File: src/rtl/dchps_pkg.sv
// Shared types and constants for the dual-channel haptic pulse scheduler.
// Depends on nothing; imported by every module of the block.
`default_nettype none

package dchps_pkg;

   // request kinds carried on req_tuser
   localparam logic [1:0] REQ_ENQUEUE = 2'd0;
   localparam logic [1:0] REQ_TICK    = 2'd1;
   localparam logic [1:0] REQ_STOP    = 2'd2;

   // register index, decoded from csr_paddr[2]
   localparam logic REG_DRIVER_ENABLED = 1'b0;

   localparam int NUM_CHAN = 2;

   // req_tdata layout, lowest bit first: hand, intensity, duration, delay, elapsed
   typedef struct packed {
      logic [6:0]  pad;
      logic [15:0] elapsed_time;
      logic [15:0] start_delay;
      logic [15:0] pulse_duration;
      logic [7:0]  pulse_intensity;
      logic        hand;
   } req_data_type;

   // rsp_tdata layout, lowest bit first: hand, intensity, duration
   typedef struct packed {
      logic [6:0]  pad;
      logic [15:0] out_duration;
      logic [7:0]  out_intensity;
      logic        out_hand;
   } rsp_data_type;

   // one FIFO entry
   typedef struct packed {
      logic [7:0]  intensity;
      logic [15:0] duration;
      logic [15:0] delay;
   } entry_type;

   // one queued drive command
   typedef struct packed {
      logic        last;
      logic        hand;
      logic [7:0]  intensity;
      logic [15:0] duration;
   } result_type;

   typedef enum logic [2:0] {
      ST_IDLE = 3'b001,
      ST_LOAD = 3'b010,
      ST_CALC = 3'b100
   } state_type;

   // controller -> datapath
   typedef struct packed {
      logic accept;   // input word taken this cycle
      logic calc;     // apply the tick to both channels
   } ctrl_cmd_type;

   // datapath -> controller
   typedef struct packed {
      logic queue_empty;  // no drive command waiting
      logic tick_go;      // word on req is a tick and the driver is enabled
   } dp_status_type;

endpackage

`default_nettype wire

File: src/rtl/dchps_ctrl.sv
// Sequencer of the pulse scheduler: accepts words and steps a tick through
// head read and update. Depends on dchps_pkg.
`default_nettype none

module dchps_ctrl
   import dchps_pkg::*;
(
   input  wire logic          clock,
   input  wire logic          reset,
   input  wire logic          req_tvalid,
   output logic               req_tready,
   input  dp_status_type      status,
   output ctrl_cmd_type       cmd
);

   state_type state_ff, state_in;

   assign req_tready = (state_ff == ST_IDLE) && status.queue_empty;
   assign cmd.accept = req_tvalid && req_tready;
   assign cmd.calc   = (state_ff == ST_CALC);

   always_comb begin
      state_in = state_ff;
      case (state_ff)
         ST_IDLE: begin
            if (cmd.accept && status.tick_go) begin
               state_in = ST_LOAD;
            end
         end
         ST_LOAD: begin
            state_in = ST_CALC;
         end
         ST_CALC: begin
            state_in = ST_IDLE;
         end
         default: begin
            state_in = ST_IDLE;
         end
      endcase
   end

   always_ff @(posedge clock) begin
      if (reset) begin
         state_ff <= ST_IDLE;
      end else begin
         state_ff <= state_in;
      end
   end

`ifndef SYNTHESIS
   a_tick_starts: assert property (@(posedge clock) disable iff (reset)
      cmd.accept && status.tick_go |=> state_ff == ST_LOAD)
      else $error("tick accepted without head read");
   a_load_to_calc: assert property (@(posedge clock) disable iff (reset)
      state_ff == ST_LOAD |=> state_ff == ST_CALC)
      else $error("head read not followed by update");
   a_calc_to_idle: assert property (@(posedge clock) disable iff (reset)
      state_ff == ST_CALC |=> state_ff == ST_IDLE && !req_tready ||
                              state_ff == ST_IDLE && status.queue_empty)
      else $error("update not followed by idle");
`endif

endmodule

`default_nettype wire

File: src/rtl/dchps_datapath.sv
// Datapath of the pulse scheduler: per-hand FIFO memories, pointers, busy
// timers and a two-entry result queue. Depends on dchps_pkg.
`default_nettype none

module dchps_datapath
   import dchps_pkg::*;
#(
   parameter int FIFO_DEPTH = 16
) (
   input  wire logic          clock,
   input  wire logic          reset,
   input  wire logic          enabled,
   input  ctrl_cmd_type       cmd,
   output dp_status_type      status,
   input  wire logic [63:0]   req_tdata,
   input  wire logic [1:0]    req_tuser,
   output logic               rsp_tvalid,
   input  wire logic          rsp_tready,
   output logic [31:0]        rsp_tdata,
   output logic               rsp_tlast
);

   localparam int PTR_W = (FIFO_DEPTH > 1) ? $clog2(FIFO_DEPTH) : 1;
   localparam int CNT_W = $clog2(FIFO_DEPTH + 1);
   localparam logic [PTR_W-1:0] PTR_LAST = PTR_W'(FIFO_DEPTH - 1);
   localparam logic [CNT_W-1:0] CNT_FULL = CNT_W'(FIFO_DEPTH);

   req_data_type req;
   logic [1:0]   kind;

   logic [PTR_W-1:0] head_ff [NUM_CHAN];
   logic [PTR_W-1:0] head_in [NUM_CHAN];
   logic [PTR_W-1:0] tail_ff [NUM_CHAN];
   logic [PTR_W-1:0] tail_in [NUM_CHAN];
   logic [CNT_W-1:0] cnt_ff  [NUM_CHAN];
   logic [CNT_W-1:0] cnt_in  [NUM_CHAN];
   logic [15:0]      busy_ff [NUM_CHAN];
   logic [15:0]      busy_in [NUM_CHAN];
   logic [15:0]      busy_dec[NUM_CHAN];
   logic             idle    [NUM_CHAN];
   logic             fire    [NUM_CHAN];
   entry_type        rd_ff   [NUM_CHAN];
   logic             wr_en   [NUM_CHAN];
   logic [PTR_W-1:0] wr_addr [NUM_CHAN];
   entry_type        wr_data [NUM_CHAN];
   logic [15:0]      dt_ff;

   result_type       slot_ff[2];
   result_type       slot_in[2];
   logic [1:0]       qcnt_ff, qcnt_in;

   function automatic logic [PTR_W-1:0] ptr_next(input logic [PTR_W-1:0] p);
      return (p == PTR_LAST) ? '0 : p + 1'b1;
   endfunction

   assign req  = req_data_type'(req_tdata);
   assign kind = req_tuser;

   assign status.queue_empty = (qcnt_ff == 2'd0);
   assign status.tick_go     = (kind == REQ_TICK) && enabled;

   // saturating busy countdown and fire decision per hand
   always_comb begin
      for (int c = 0; c < NUM_CHAN; c++) begin
         busy_dec[c] = (busy_ff[c] > dt_ff) ? busy_ff[c] - dt_ff : 16'd0;
         idle[c]     = (busy_dec[c] == 16'd0) && (cnt_ff[c] != '0);
         fire[c]     = cmd.calc && idle[c] && (rd_ff[c].delay <= dt_ff);
      end
   end

   always_comb begin
      for (int c = 0; c < NUM_CHAN; c++) begin
         head_in[c] = head_ff[c];
         tail_in[c] = tail_ff[c];
         cnt_in[c]  = cnt_ff[c];
         busy_in[c] = busy_ff[c];
         wr_en[c]   = 1'b0;
         wr_addr[c] = tail_ff[c];
         wr_data[c] = '{intensity: req.pulse_intensity,
                        duration:  req.pulse_duration,
                        delay:     req.start_delay};
         if (cmd.accept) begin
            case (kind)
               REQ_ENQUEUE: begin
                  // full FIFO drops the entry
                  if ((req.hand == 1'(c)) && (cnt_ff[c] != CNT_FULL)) begin
                     wr_en[c]   = 1'b1;
                     tail_in[c] = ptr_next(tail_ff[c]);
                     cnt_in[c]  = cnt_ff[c] + 1'b1;
                  end
               end
               REQ_STOP: begin
                  head_in[c] = '0;
                  tail_in[c] = '0;
                  cnt_in[c]  = '0;
                  busy_in[c] = 16'd0;
               end
               default: begin
               end
            endcase
         end
         if (cmd.calc) begin
            busy_in[c] = busy_dec[c];
            if (fire[c]) begin
               busy_in[c] = rd_ff[c].duration;
               head_in[c] = ptr_next(head_ff[c]);
               cnt_in[c]  = cnt_ff[c] - 1'b1;
            end else if (idle[c]) begin
               // front entry keeps waiting: write back the shorter delay
               wr_en[c]   = 1'b1;
               wr_addr[c] = head_ff[c];
               wr_data[c] = '{intensity: rd_ff[c].intensity,
                              duration:  rd_ff[c].duration,
                              delay:     rd_ff[c].delay - dt_ff};
            end
         end
      end
   end

   // result queue: slot 0 is the word on rsp
   always_comb begin
      slot_in[0] = slot_ff[0];
      slot_in[1] = slot_ff[1];
      qcnt_in    = qcnt_ff;
      if (rsp_tvalid && rsp_tready) begin
         slot_in[0] = slot_ff[1];
         qcnt_in    = qcnt_ff - 2'd1;
      end
      if (cmd.accept && (kind == REQ_STOP) && enabled) begin
         slot_in[0] = '{last: 1'b0, hand: 1'b0, intensity: 8'd0, duration: 16'd0};
         slot_in[1] = '{last: 1'b1, hand: 1'b1, intensity: 8'd0, duration: 16'd0};
         qcnt_in    = 2'd2;
      end
      if (cmd.calc) begin
         slot_in[0] = fire[0] ?
            '{last: !fire[1], hand: 1'b0, intensity: rd_ff[0].intensity,
              duration: rd_ff[0].duration} :
            '{last: 1'b1, hand: 1'b1, intensity: rd_ff[1].intensity,
              duration: rd_ff[1].duration};
         slot_in[1] = '{last: 1'b1, hand: 1'b1, intensity: rd_ff[1].intensity,
                        duration: rd_ff[1].duration};
         qcnt_in    = 2'(fire[0]) + 2'(fire[1]);
      end
   end

   assign rsp_tvalid = (qcnt_ff != 2'd0);
   assign rsp_tlast  = slot_ff[0].last;
   assign rsp_tdata  = rsp_data_type'{pad:           '0,
                                      out_duration:  slot_ff[0].duration,
                                      out_intensity: slot_ff[0].intensity,
                                      out_hand:      slot_ff[0].hand};

   // one pulse memory per hand, head entry read every cycle
   for (genvar g = 0; g < NUM_CHAN; g++) begin : g_chan
      entry_type mem [FIFO_DEPTH];

      always_ff @(posedge clock) begin
         if (wr_en[g]) begin
            mem[wr_addr[g]] <= wr_data[g];
         end
         rd_ff[g] <= mem[head_ff[g]];
      end
   end

   always_ff @(posedge clock) begin
      if (reset) begin
         for (int c = 0; c < NUM_CHAN; c++) begin
            head_ff[c] <= '0;
            tail_ff[c] <= '0;
            cnt_ff[c]  <= '0;
            busy_ff[c] <= 16'd0;
         end
         qcnt_ff <= 2'd0;
      end else begin
         for (int c = 0; c < NUM_CHAN; c++) begin
            head_ff[c] <= head_in[c];
            tail_ff[c] <= tail_in[c];
            cnt_ff[c]  <= cnt_in[c];
            busy_ff[c] <= busy_in[c];
         end
         qcnt_ff <= qcnt_in;
      end
   end

   always_ff @(posedge clock) begin
      if (cmd.accept) begin
         dt_ff <= req.elapsed_time;
      end
      slot_ff[0] <= slot_in[0];
      slot_ff[1] <= slot_in[1];
   end

`ifndef SYNTHESIS
   a_cnt_bound: assert property (@(posedge clock) disable iff (reset)
      cnt_ff[0] <= CNT_FULL && cnt_ff[1] <= CNT_FULL)
      else $error("fifo count beyond depth");
   a_stop_clears: assert property (@(posedge clock) disable iff (reset)
      cmd.accept && kind == REQ_STOP |=>
         cnt_ff[0] == '0 && cnt_ff[1] == '0 && busy_ff[0] == 16'd0 && busy_ff[1] == 16'd0)
      else $error("stop left state behind");
   a_fire_loads_busy: assert property (@(posedge clock) disable iff (reset)
      fire[0] |=> busy_ff[0] == $past(rd_ff[0].duration))
      else $error("left busy timer not loaded on fire");
   a_queue_bound: assert property (@(posedge clock) disable iff (reset)
      qcnt_ff <= 2'd2)
      else $error("result queue overflow");
`endif

endmodule

`default_nettype wire

File: src/rtl/dual_channel_haptic_pulse_scheduler.sv
// Top level of the dual-channel haptic pulse scheduler: APB-style control
// register, sequencer and datapath. Depends on dchps_pkg, dchps_ctrl, dchps_datapath.
`default_nettype none

// Two-hand haptic pulse scheduler. Each hand has a FIFO of FIFO_DEPTH pulses
// (intensity, duration, start delay). req_tuser picks the request: enqueue
// pushes a pulse to the hand's FIFO (dropped when full, never answered), tick
// counts both busy timers down by elapsed_time (saturating at zero) and lets an
// idle hand count down its front pulse's delay; a pulse whose delay runs out is
// sent on rsp as a drive command, left before right, and its duration reloads
// the busy timer. Stop clears both FIFOs and timers and, when enabled, sends a
// zero drive for left then right. With driver_enabled at 0 ticks do nothing and
// stop sends nothing. rsp_tlast marks the final command caused by one word.
// Enqueue, stop, ignored kinds and ticks with the driver off end with their accept;
// a tick with the driver on goes through accept, a registered read of both FIFO
// heads from the pulse memories, and the update.
// The next word is taken once the up to two commands have been drained from
// the output queue, one per cycle while rsp_tready is high. No clearing pass is
// needed after reset. Register driver_enabled is at byte address 0, bit 0.

module dual_channel_haptic_pulse_scheduler
   import dchps_pkg::*;
#(
   parameter int FIFO_DEPTH = 16
) (
   input  wire logic          clock,
   input  wire logic          reset,
   // request word
   input  wire logic          req_tvalid,
   output logic               req_tready,
   input  wire logic [63:0]   req_tdata,   // hand, pulse_intensity, pulse_duration,
                                           // start_delay, elapsed_time, zero pad
   input  wire logic [1:0]    req_tuser,   // req_type
   // drive command word
   output logic               rsp_tvalid,
   input  wire logic          rsp_tready,
   output logic [31:0]        rsp_tdata,   // out_hand, out_intensity, out_duration, zero pad
   output logic               rsp_tlast,   // last_result
   // control register port
   input  wire logic          csr_psel,
   input  wire logic          csr_penable,
   input  wire logic          csr_pwrite,
   input  wire logic [2:0]    csr_paddr,
   input  wire logic [31:0]   csr_pwdata,
   output logic [31:0]        csr_prdata,
   output logic               csr_pready
);

   ctrl_cmd_type  cmd;
   dp_status_type status;
   logic          enabled_ff;
   logic          csr_wr;

   // register file: a single enable bit, word index in paddr[2]
   assign csr_pready = 1'b1;
   assign csr_wr     = csr_psel && csr_penable && csr_pwrite && csr_pready &&
                       (csr_paddr[2] == REG_DRIVER_ENABLED);
   assign csr_prdata = (csr_paddr[2] == REG_DRIVER_ENABLED) ? {31'd0, enabled_ff} : 32'd0;

   always_ff @(posedge clock) begin
      if (reset) begin
         enabled_ff <= 1'b0;
      end else if (csr_wr) begin
         enabled_ff <= csr_pwdata[0];
      end
   end

   dchps_ctrl u_ctrl (
      .clock      (clock),
      .reset      (reset),
      .req_tvalid (req_tvalid),
      .req_tready (req_tready),
      .status     (status),
      .cmd        (cmd)
   );

   dchps_datapath #(
      .FIFO_DEPTH (FIFO_DEPTH)
   ) u_datapath (
      .clock      (clock),
      .reset      (reset),
      .enabled    (enabled_ff),
      .cmd        (cmd),
      .status     (status),
      .req_tdata  (req_tdata),
      .req_tuser  (req_tuser),
      .rsp_tvalid (rsp_tvalid),
      .rsp_tready (rsp_tready),
      .rsp_tdata  (rsp_tdata),
      .rsp_tlast  (rsp_tlast)
   );

`ifndef SYNTHESIS
   a_no_accept_with_pending: assert property (@(posedge clock) disable iff (reset)
      rsp_tvalid |-> !req_tready)
      else $error("request taken while drive command pending");
   a_disabled_silent: assert property (@(posedge clock) disable iff (reset)
      req_tvalid && req_tready && !enabled_ff |=> !rsp_tvalid)
      else $error("drive command while disabled");
   a_enqueue_silent: assert property (@(posedge clock) disable iff (reset)
      req_tvalid && req_tready && req_tuser == REQ_ENQUEUE |=> !rsp_tvalid)
      else $error("enqueue produced a drive command");
`endif

endmodule

`default_nettype wire
File: config.mk
export PLATFORM = sky130hd
export DESIGN_NAME = dual_channel_haptic_pulse_scheduler
export DESIGN_NICKNAME = d
export VERILOG_FILES = /design/src/rtl/dchps_pkg.sv /design/src/rtl/dchps_ctrl.sv /design/src/rtl/dchps_datapath.sv /design/src/rtl/dual_channel_haptic_pulse_scheduler.sv
export SDC_FILE = /design/constraint.sdc
export NUM_CORES = 2
export LEC_CHECK = 0
export BUFFER_PORTS_ARGS = -buffer_cell sky130_fd_sc_hd__buf_2
export CAP_MARGIN = 20
export CORE_MARGIN = 5
export CORE_UTILIZATION = 30
export CTS_BUF_LIST = sky130_fd_sc_hd__clkbuf_8
export DETAILED_ROUTE_END_ITERATION = 10
export PLACE_DENSITY = 0.44
export SLEW_MARGIN = 10
export SYNTH_ARGS = -nofsm -noshare
export SYNTH_HDL_FRONTEND = slang
export SYNTH_SLANG_ARGS = --single-unit
File: constraint.sdc
create_clock -name clock -period 15.7 [get_ports clock]
set_input_delay 0 -clock clock [delete_from_list [all_inputs] [get_ports clock]]
set_output_delay 0 -clock clock [all_outputs]
set_load 0.01 [all_outputs]
==> impl_metrics.env <==
export IMPL_status="finished clean"
export IMPL_number_of_synthesis_warnings=0
export IMPL_dr_first_iter_drc_count=2184
export IMPL_core_area_mm2=0.1999
export IMPL_timing_worst_setup_path_type="flop to flop"
export IMPL_syn_avg_cell_area_um2=19.43
export IMPL_inserted_clock_buffers=275
export IMPL_clock_root_buffer="clkbuf_8"
export IMPL_netlist_cell_type_count=73
export IMPL_dieArea_mm2=0.2102
export IMPL_maxClockFrequency_mhz=160.8
export IMPL_critical_path_top_cell_by_count="buf_4"
export IMPL_min_period_over_period_pct=39.61
export IMPL_htree_levels=5
export IMPL_cp_required_ns=16.29
export IMPL_pin_count=176
export IMPL_hold_path_class="primary input to flop"
export IMPL_detail_route_first_pass_iterations=5
export IMPL_postSynth_topFlopCell="edfxtp_1"
export IMPL_worst_hold_slack_ns=0.1686
export IMPL_cts_max_path_buffers=4
export IMPL_adder_cell_share_of_the_synthesized_area_pct=1.688
export IMPL_timing_max_slew_rel_slack_pct=23.82
export IMPL_grt_pass1_wl_um=242100
export IMPL_async_flop_share_pct=0
export IMPL_post_cts_setup_buffer_count=0
export IMPL_power_density_mw_per_mm2=114.9
export IMPL_cts_sinks=1490
export IMPL_path_cells="ha_1 > fa_1 > nand2b_1 > a21oi_1 > nor2_1 > xnor2_1 > or4_1 > o41ai_1 > a41oi_2 > nor3_4 > buf_4 > nand2_1 > o22ai_4 > buf_4"
export IMPL_synth_seq_area_share_pct=71.78
export IMPL_leakagePower_nw=22.52
export IMPL_netlist_instances=3105
export IMPL_detailroute_via_count=31012
export IMPL_globalRouteTotalUtil_pct=16.00
export IMPL_antenna_violations_before_repair=4
export IMPL_synth_top_family_by_area="multiplexers"
export IMPL_portBuffers=96
export IMPL_horizontal_extent_of_the_die_um=458.4
export IMPL_endpoint_kind="flop"
export IMPL_syn_to_final_growth_pct=16.17
export IMPL_totalNegativeSetupSlack_ns=0
export IMPL_largest_net_degree_at_the_start_of_global_routing=96
export IMPL_synth_edff_count=1346
export IMPL_clkSlewWorstSetupHoldPaths_ns=0.06
export IMPL_worst_slew_pin_transition_ns=1.134
export IMPL_placementRows=164
export IMPL_crit_reg2reg_launch="u_datapath.dt_ff[0]"
export IMPL_final_cell_area_mm2=0.07008
export IMPL_synth_simple_gate_area_share_pct=3.294
export IMPL_arrival_ns=6.81
export IMPL_route_antenna_remaining_nets=0
export IMPL_routed_wirelength_normalized_by_instance_count_um=26.94
export IMPL_drc_violation_count_after_routing=0
export IMPL_synthMuxAreaShare_pct=16.46
export IMPL_largest_incremental_delay_on_the_critical_path_ns=0.68
export IMPL_commonest_non_fill_non_tap_cell_in_the_layout="edfxtp_1"
export IMPL_finalClockSkew_ns=0.06700
export IMPL_floorplan_die_height_um=458.4
export IMPL_drive_gt1_share_pct=28.40
export IMPL_period_needed_ns=6.219
export IMPL_dr_vias_cell=4.904
export IMPL_final_replace_weighted_congestion=0.8055
export IMPL_layout_common_cells="edfxtp_1 (1346), mux4_2 (400), clkbuf_8 (303)"
export IMPL_cp_slowest_cell="buf_4"
export IMPL_report_final_setup_viol=0
export IMPL_grt_remaining_overflow=0
export IMPL_final_hold_violation_count=0
export IMPL_mappedNetlistArea_mm2=0.06033
export IMPL_crit_path_start_kind="flop"
export IMPL_clock_insertion_delay_worst_skew_ns=1.00
export IMPL_path_max_fanout=38
export IMPL_worst_ir_drop_vdd_v=0.00006357
export IMPL_finalMaxSlewViolations=0
export IMPL_postPlaceCellArea_mm2=0.06420
export IMPL_min_from="req_tdata[25]"
export IMPL_start_util_pct=30.18
export IMPL_hpwlAfterDp_um=95840
export IMPL_num_nets_final=3652
export IMPL_number_of_storage_elements_in_the_synthesis_netlist=1490
export IMPL_maxCapViolations=0
export IMPL_beginning_of_the_critical_path="u_datapath.dt_ff[0]"
export IMPL_totalWireLength_um=170300
export IMPL_tritoncts="yes"
export IMPL_number_of_global_route_vias_before_repair=32648
export IMPL_layout_core_utilization_pct=35.06
export IMPL_synth_compound_area_share_pct=3.901
export IMPL_synth_xor_area_share_pct=0.7114
export IMPL_design_power_total_mw=8.052
export IMPL_grt_setup_unrepaired="no"
[power by group]
part           switching (mW)  leakage, nW  total [mW]  internal (mW)
Clock                    1.59         2.91        3.40           1.81
Sequential             0.0149         13.4        4.36           4.34
Combinational           0.200         6.24       0.296         0.0958
[path summary, 6_finish.rpt]
check                                    endpoint  slack [ns]  depth (start not counted)
setup / recovery  u_datapath.g_chan[0].mem[4][13]        9.48                         14
hold / removal     u_datapath.g_chan[1].mem[7][0]        0.17                          4
setup reg to reg  u_datapath.g_chan[0].mem[4][13]        9.48                         14
hold reg to reg             u_datapath.qcnt_ff[0]        0.51                          2
[repair_timing]
action                                 4_1_cts  5_1_grt
hold buffers                                89        0
setup endpoints to repair                    0        0
endpoints found under the hold margin     1354        0
resized for setup                            0        0
[cell usage after synthesis (all sizes together) (4+ instances only)]
cell     instances  area, µm²
a2111oi          4      41.29
a211oi          20      150.1
a21boi           9      67.56
a21o            32      240.2
a21oi           82      410.4
a221o           13      130.1
a221oi          11      96.34
a222oi           6      60.06
a22o            12      105.1
a22oi            8      60.06
a31oi           11      68.82
and2             9      56.30
and3            30      187.7
buf            113      703.2
clkbuf         101      379.1
dfxtp          144       2883
edfxtp        1346      40420
fa               4      80.08
ha              75      938.4
inv             58      217.7
mux2            72      810.8
mux2i           11      110.1
mux4           400       9009
nand2           78      292.8
nand2b          25      156.4
nand3           21      105.1
nand3b           8      60.06
nand4           18      112.6
nor2            90      337.8
nor2b           26      162.7
nor3            39      206.5
nor4             8      56.30
o211ai          12      90.09
o21a            13      97.59
o21ai           60      300.3
o21bai           4      30.03
o22ai           17      106.4
o41ai            4      42.55
or2              6      37.54
or3             13      81.33
or3b             5      43.79
xnor2           32      280.3
xor2            17      148.9
[stage by stage]
stage / instances / setup slack (ns)
after floorplan: 3142 / 8.843
after CTS: 6314 / 9.411
after global placement: 5751 / 9.475
after global routing: 6322 / 9.074
after detailed placement: 5751 / 9.510
final: 6324 / 9.481
[layer usage]
layer	GRT usage, %	vias up	wire length (µm)	share of wire (%)
met2	26.05	813	81510	48
li1	-	13457	-	-
met5	0	-	0	0
met3	2.554	282	7065	4.1
met4	4.844	0	4556	2.7
met1	22.18	16460	77210	45
[cell families (layout without fill, tap and decap cells)]
family / Yosys count / count (layout)
muxes: 483 / 483
adders and majority gates: 79 / 79
and+or+nand+nor: 387 / 387
other: 2 / 45
DFF: 1490 / 1490
AOI/OAI and AO/OA: 343 / 343
xor gates and xnor gates: 49 / 49
buffers and inverters: 272 / 792
[layout make-up]
type,instances,area [µm²]
fill,18848,129800
sequential,1490,43330
multi-input combinational,1380,16310
clock buffer,303,4170
tap,2656,3323
timing repair buffer,260,1947
clock inverter,171,769.5
inverter,58,220.2
antenna,6,15.01
[worst max-delay path, delay by kind of cell (launching register included)]
family	cells	cell delay [ns]
flip-flops	1	0.49
AND/OR/NAND/NOR	5	1.47
XOR/XNOR	1	0.14
adder cells (fa/ha/maj)	2	0.69
AO/OA/AOI/OAI	4	1.64
buffers and inverters	2	1.30
[flip-flops by register name, indices dropped and copies added, names as in the netlist]
name	count
u_datapath.tail_ff	8
enabled_ff	1
u_datapath.head_ff	8
u_datapath.cnt_ff	10
u_datapath.rd_ff	80
u_datapath.g_chan.mem	1280
u_datapath.slot_ff	50
u_datapath.qcnt_ff	2
u_ctrl.state_ff	3
u_datapath.dt_ff	16
u_datapath.busy_ff	32
No activity file was read; power rests on OpenSTA's default activity.
